### src/hw/rtl/sacl_pkg.sv
package sacl_pkg;

  localparam int MAX_SETS   = 256;
  localparam int MAX_WAYS   = 8;
  localparam int ADDR_WIDTH = 32;

  localparam int SET_W     = $clog2(MAX_SETS);
  localparam int WAY_W     = 3;
  localparam int WAY_CNT_W = 4;
  localparam int AGE_W     = 3;
  localparam int TAG_W     = ADDR_WIDTH;
  localparam int CFG_W     = 4;
  localparam int CFG_IDX_W = 2;
  localparam int SHIFT_W   = 5;

  typedef enum logic [CFG_IDX_W-1:0] {
    CFG_OFFSET_BITS = 2'd0,
    CFG_INDEX_BITS  = 2'd1,
    CFG_WAYS_IN_USE = 2'd2
  } cfg_reg_t;

  // One set: all ways side by side in a single memory word.
  typedef struct packed {
    logic [MAX_WAYS-1:0]             valid;
    logic [MAX_WAYS-1:0][TAG_W-1:0]  tag;
    logic [MAX_WAYS-1:0][AGE_W-1:0]  age;
  } row_t;

  typedef struct packed {
    logic             hit;
    logic [WAY_W-1:0] way;
  } way_res_t;

  // Contents of a set that was never written since reset.
  function automatic row_t reset_row();
    row_t r;
    r.valid = '0;
    r.tag   = '0;
    for (int j = 0; j < MAX_WAYS; j++) begin
      r.age[j] = AGE_W'(j);
    end
    return r;
  endfunction

endpackage

### src/hw/rtl/sacl_way_logic.sv
module sacl_way_logic (
  input  sacl_pkg::row_t                   row_in,
  input  logic [sacl_pkg::TAG_W-1:0]       tag,
  input  logic [sacl_pkg::WAY_CNT_W-1:0]   ways,
  output sacl_pkg::row_t                   row_out,
  output sacl_pkg::way_res_t               res
);

  logic [sacl_pkg::MAX_WAYS-1:0] in_use;
  logic [sacl_pkg::MAX_WAYS-1:0] match;
  logic                          found;
  logic [sacl_pkg::WAY_W-1:0]    hit_way;
  logic [sacl_pkg::WAY_W-1:0]    victim;
  logic [sacl_pkg::WAY_W-1:0]    sel;
  logic [sacl_pkg::AGE_W-1:0]    ref_age;
  logic [sacl_pkg::AGE_W-1:0]    top;

  always_comb begin
    for (int w = 0; w < sacl_pkg::MAX_WAYS; w++) begin
      in_use[w] = (sacl_pkg::WAY_CNT_W'(w) < ways);
      match[w]  = in_use[w] && row_in.valid[w] && (row_in.tag[w] == tag);
    end

    // lowest-numbered matching way wins
    found   = 1'b0;
    hit_way = '0;
    for (int w = 0; w < sacl_pkg::MAX_WAYS; w++) begin
      if (match[w] && !found) begin
        found   = 1'b1;
        hit_way = sacl_pkg::WAY_W'(w);
      end
    end

    // LRU victim: lowest-numbered way with the smallest age
    victim = '0;
    for (int w = 1; w < sacl_pkg::MAX_WAYS; w++) begin
      if (in_use[w] && (row_in.age[w] < row_in.age[victim])) begin
        victim = sacl_pkg::WAY_W'(w);
      end
    end

    sel     = found ? hit_way : victim;
    ref_age = row_in.age[sel];
    top     = sacl_pkg::AGE_W'(ways - sacl_pkg::WAY_CNT_W'(1));

    row_out = row_in;
    for (int w = 0; w < sacl_pkg::MAX_WAYS; w++) begin
      if (in_use[w] && (sacl_pkg::WAY_W'(w) != sel)) begin
        if (found ? (row_in.age[w] > ref_age) : (row_in.age[w] != '0)) begin
          row_out.age[w] = row_in.age[w] - sacl_pkg::AGE_W'(1);
        end
      end
    end
    row_out.age[sel] = top;
    if (!found) begin
      row_out.valid[sel] = 1'b1;
      row_out.tag[sel]   = tag;
    end

    res.hit = found;
    res.way = sel;
  end

endmodule

### config.mk
export PLATFORM = sky130hd
export DESIGN_NAME = sacl_way_logic
export DESIGN_NICKNAME = d
export VERILOG_FILES = /design/src/hw/rtl/sacl_pkg.sv /design/src/hw/rtl/sacl_way_logic.sv
export SDC_FILE = /design/constraint.sdc
export NUM_CORES = 1
export LEC_CHECK = 0
export ABC_AREA = 1
export BUFFER_PORTS_ARGS = -buffer_cell sky130_fd_sc_hd__buf_2
export CAP_MARGIN = 0
export CORE_AREA = 5 5 239 241
export DETAILED_ROUTE_END_ITERATION = 6
export DIE_AREA = 0 0 244 246
export PLACE_DENSITY = 0.37
export SYNTH_ARGS = -nofsm -noshare
export SYNTH_HDL_FRONTEND = slang
export SYNTH_SLANG_ARGS = --single-unit
### constraint.sdc
create_clock -name vclk -period 15.8
set_input_delay 0.79 -clock vclk [all_inputs]
set_output_delay 0.79 -clock vclk [all_outputs]
set_load 0.01 [all_outputs]
Word level (Yosys, flattened, before mapping) --
Index checks and enable logic that the tools add are counted.
Cells by class: add/sub/neg operators 9, magnitude comparators 31, equal/unequal tests 15, mux-type cells 70, bitwise logic cells 1, reductions and logical operators 55
Operators with widths (count):
- $mux W264 | 1
- $bwmux W256 | 1
- $eq A32 B32 Y1 | 8
- $mux W3 | 37
- $demux W32 S3 | 1
- $bmux W3 S3 | 7
- $logic_and A1 B1 Y1 | 39
- $mux W32 | 1
- $lt A3 B4 Y1 const B | 7
- $reduce_bool A3 Y1 | 9
- $sub A3 B1 Y3 const B | 9
- $bwmux W24 | 1
- $gt A3 B3 Y1 | 8
- $lt A3 B3 Y1 | 7
- $mux W1 | 19
- $lt A3 B4 Y1 const A | 4
- $ne A3 B3 Y1 const A | 4
- $demux W3 S3 | 1
- $lt A1 B4 Y1 const A | 2
- $lt A2 B4 Y1 const A | 2
- $or A8 B8 Y8 | 1
- $logic_not A1 Y1 | 7
- $ne A2 B3 Y1 const A | 2
- $demux W1 S3 | 1
- 2 further kinds | 2
Word-level totals: flip-flop bits (word level) 0, input bits 324, output and inout bits 292, word-level logic and storage cells 181

Logic depth before layout (Yosys ltp) --
depth after elaboration 41, mapped depth 81, gate-level depth less buffers 81

Worst setup path after synthesis --
OpenSTA, ideal clock, no wires.
path kind input to output, start point input row_in[2] in the netlist's numbering, end point output row_out[5] in the netlist's numbering, arrival 10433 ps, required time 15010 ps, slack 4577 ps, stages 59, path buffers 0, path through inv_1 > ha_1 > a21oi_1 > nand3_4 > o21ai_0 > ha_1 > a211oi_4 > nand2_2 > nand2_1 > o21ai_0 > ha_1 > a211oi_1 > nand2_2 > nand2_4 > nand2_1 > o211ai_1 > nand2_1 > ha_1 > [... 23 more ...] > ha_1 > a211oi_1 > nand2_4 > nand2_1 > nand2_2 > nand2_1 > o21ai_0 > o31ai_1 > ha_1 > nand4_1 > nand2_1 > inv_1 > nand2_1 > nand2_2 > nand3_1 > nand2_1 > nand2_1 > a21oi_1
RTL lines:
- from (decl) | line sacl_way_logic.sv:2 | input sacl_pkg::row_t row_in,
- to (decl) | line sacl_way_logic.sv:5 | output sacl_pkg::row_t row_out,

==> run_results.csv <==
group,metric,value,unit
logic_synthesis,syn-num-nets,2088,
critical_path,required,15.01,ns
sta,hold_viol_final,0,
sta,period_needed,13.00,ns
logic_synthesis,synth_top_cell_area_share,0.2171,
floorplan,start_util,0.1635,
route,drc,0,
logic_synthesis,syn_avg_cell_area,5.210,sq um
sta,whs,1.881,ns
grt,grt_max_degree,66,
critical_path,slowest_stage,"nand2_2",
layout,seqCellArea,0,sq um
placed_design,place_congestion,0.9508,
logic_synthesis,syn_inst,1716,
grt,antenna_found_initial,32,
logic_synthesis,ys_top_cells_by_area,"nand2_1, o21ai_0, ha_1",
route,vias_per_cell,5.159,
floorplan,fp.dieH,246,um
layout,synthToLayoutAreaGrowth,42.27,%
placed_design,io_buffer_count,616,
grt,grt_pass1_vias,14741,
logic_synthesis,synth_area,8940,sq um
route,totalWireLength,87610,um
sta,maxSlewViolCount,0,
sta,fin_setup_tns,0,ns
floorplan,core_area,54660,sq um
logic_synthesis,synth_common_cells,"nand2_1, o21ai_0, inv_1",
critical_path,critPathTopFamily,"compound AO/OA/AOI/OAI gates",
clock_network,cts_hold_buf,0,
sta,rsz0062_at_grt,"false",
sta,max_freq,76.93,MHz
logic_synthesis,synth.distinct_cells,53,
route,first_pass_iters,6,
placed_design,hpwlAfterDp,72190,um
sta,fin_crit_sh,0.8228,
run,drv_cap,0,
layout,fin_nets,2619,
layout,drive_gt1_frac,0.3292,
grt,grtUsageTotal,0.2718,
pwr,ir_drop,173.9,uV
logic_synthesis,yosysMostFrequentCell,"nand2_1",
run_status,status,"finished clean",
floorplan,rows,86,
route,ant_nets,0,
route,routedWlPerCell,29.63,um
critical_path,critPathKind,"in2out",
grt,overflow,0,
critical_path,startpoint_type,"input port",
critical_path,arrival,12.21,ns
pwr,power-per-cell-area,214.3,nW/um^2
route,drtIter0Drc,1380,
floorplan,fp.dieW,244,um
logic_synthesis,synth_seq_area_share,0,
logic_synthesis,yosysWarnings,0,
critical_path,slowest_delay,0.76,ns
layout,clockBufferCount,0,
sta,setup_viol,0,
pwr,finalPower,0.002725,W
grt,grt_pass1_wl,117600,um
clock_network,post_cts_buffers,0,
worst_hold_path,hold_path.class,"in2out",
logic_synthesis,yosysTopAreaCell,"nand2_1",
floorplan,die_area,60020,sq um
clock_network,post_cts_resized,0,
layout,n_sequential_cell,0,
pwr,p_leak,6.873,nW
critical_path,timing.critical_path.buf_inv,7,
sta,slew_headroom,0.1638,
route,dr_total_vias,15256,
critical_path,crit_path_end_kind,"output port",
floorplan,pin_count,616,
sta,worstMarginPinSlew,1.247,ns
critical_path,worstPathMaxFanout,65,
routing by layer:
layer | GRT usage | vias to the layer above | routed length (um)
li1 | - | 6960 | -
met3 | 0.05251 | 159 | 6833
met4 | 0.09276 | 30 | 3912
met5 | 0 | - | 186
met2 | 0.4616 | 822 | 40520
met1 | 0.3457 | 7285 | 36160
through the flow:
stage	instance area [sq um]	setup slack (ns)	util	instances
after floorplan	8940	4.577	-	1716
after global placement	12700	3.072	0.2323	2949
after detailed placement	12700	3.043	0.2323	2949
after CTS	12700	2.978	0.2323	2949
after global routing	12700	1.913	0.2324	2950
final	12720	2.800	0.2327	2957
placed cells by master (no fill, tap or decap), types with 7 or more instances in the layout:
master     instances
a2111oi_0          9
a211oi_1          11
a21oi_1           25
a221oi_1          10
a22o_1            23
a31oi_1            7
buf_2            616
buf_4             30
clkinv_1           7
diode_2            8
ha_1              48
inv_1            136
inv_2              8
nand2_1          509
nand2_2           40
nand2_4           15
nand3_1           69
nand4_1           37
nor2_1            57
nor4_1            34
o2111ai_1          9
o211ai_1           9
o21ai_0          340
o21ai_1            8
o21bai_1           7
o22ai_1           48
or2_2             15
xnor2_1           27
xor2_1            45
layout make-up:
class	instances	area [sq um]
well taps	704	880.8
inverters	152	573.1
diodes	8	20.02
multi-input cells	1447	7936
fillers	6563	41940
repair buffers	646	3308
path summary, 6_finish.rpt:
path / startpoint / endpoint / slack [ns] / cells after the start
hold / removal: row_in[286] / row_out[286] / 1.88 / 4
setup / recovery: row_in[2] / row_out[259] / 2.80 / 52
logic make-up after synthesis:
family          Yosys count  synth area share
simple gates            801            0.4050
xor+xnor                 72           0.07054
fa+ha+maj                48           0.06718
compound gates          526            0.3422
buf+inv                 269            0.1150
where the power goes:
group          switching, W     internal (W)
registers                 0                0
logic               0.00185         0.000872
clock network             0  0.0000000000684
Power figures use the tool's default switching activity.
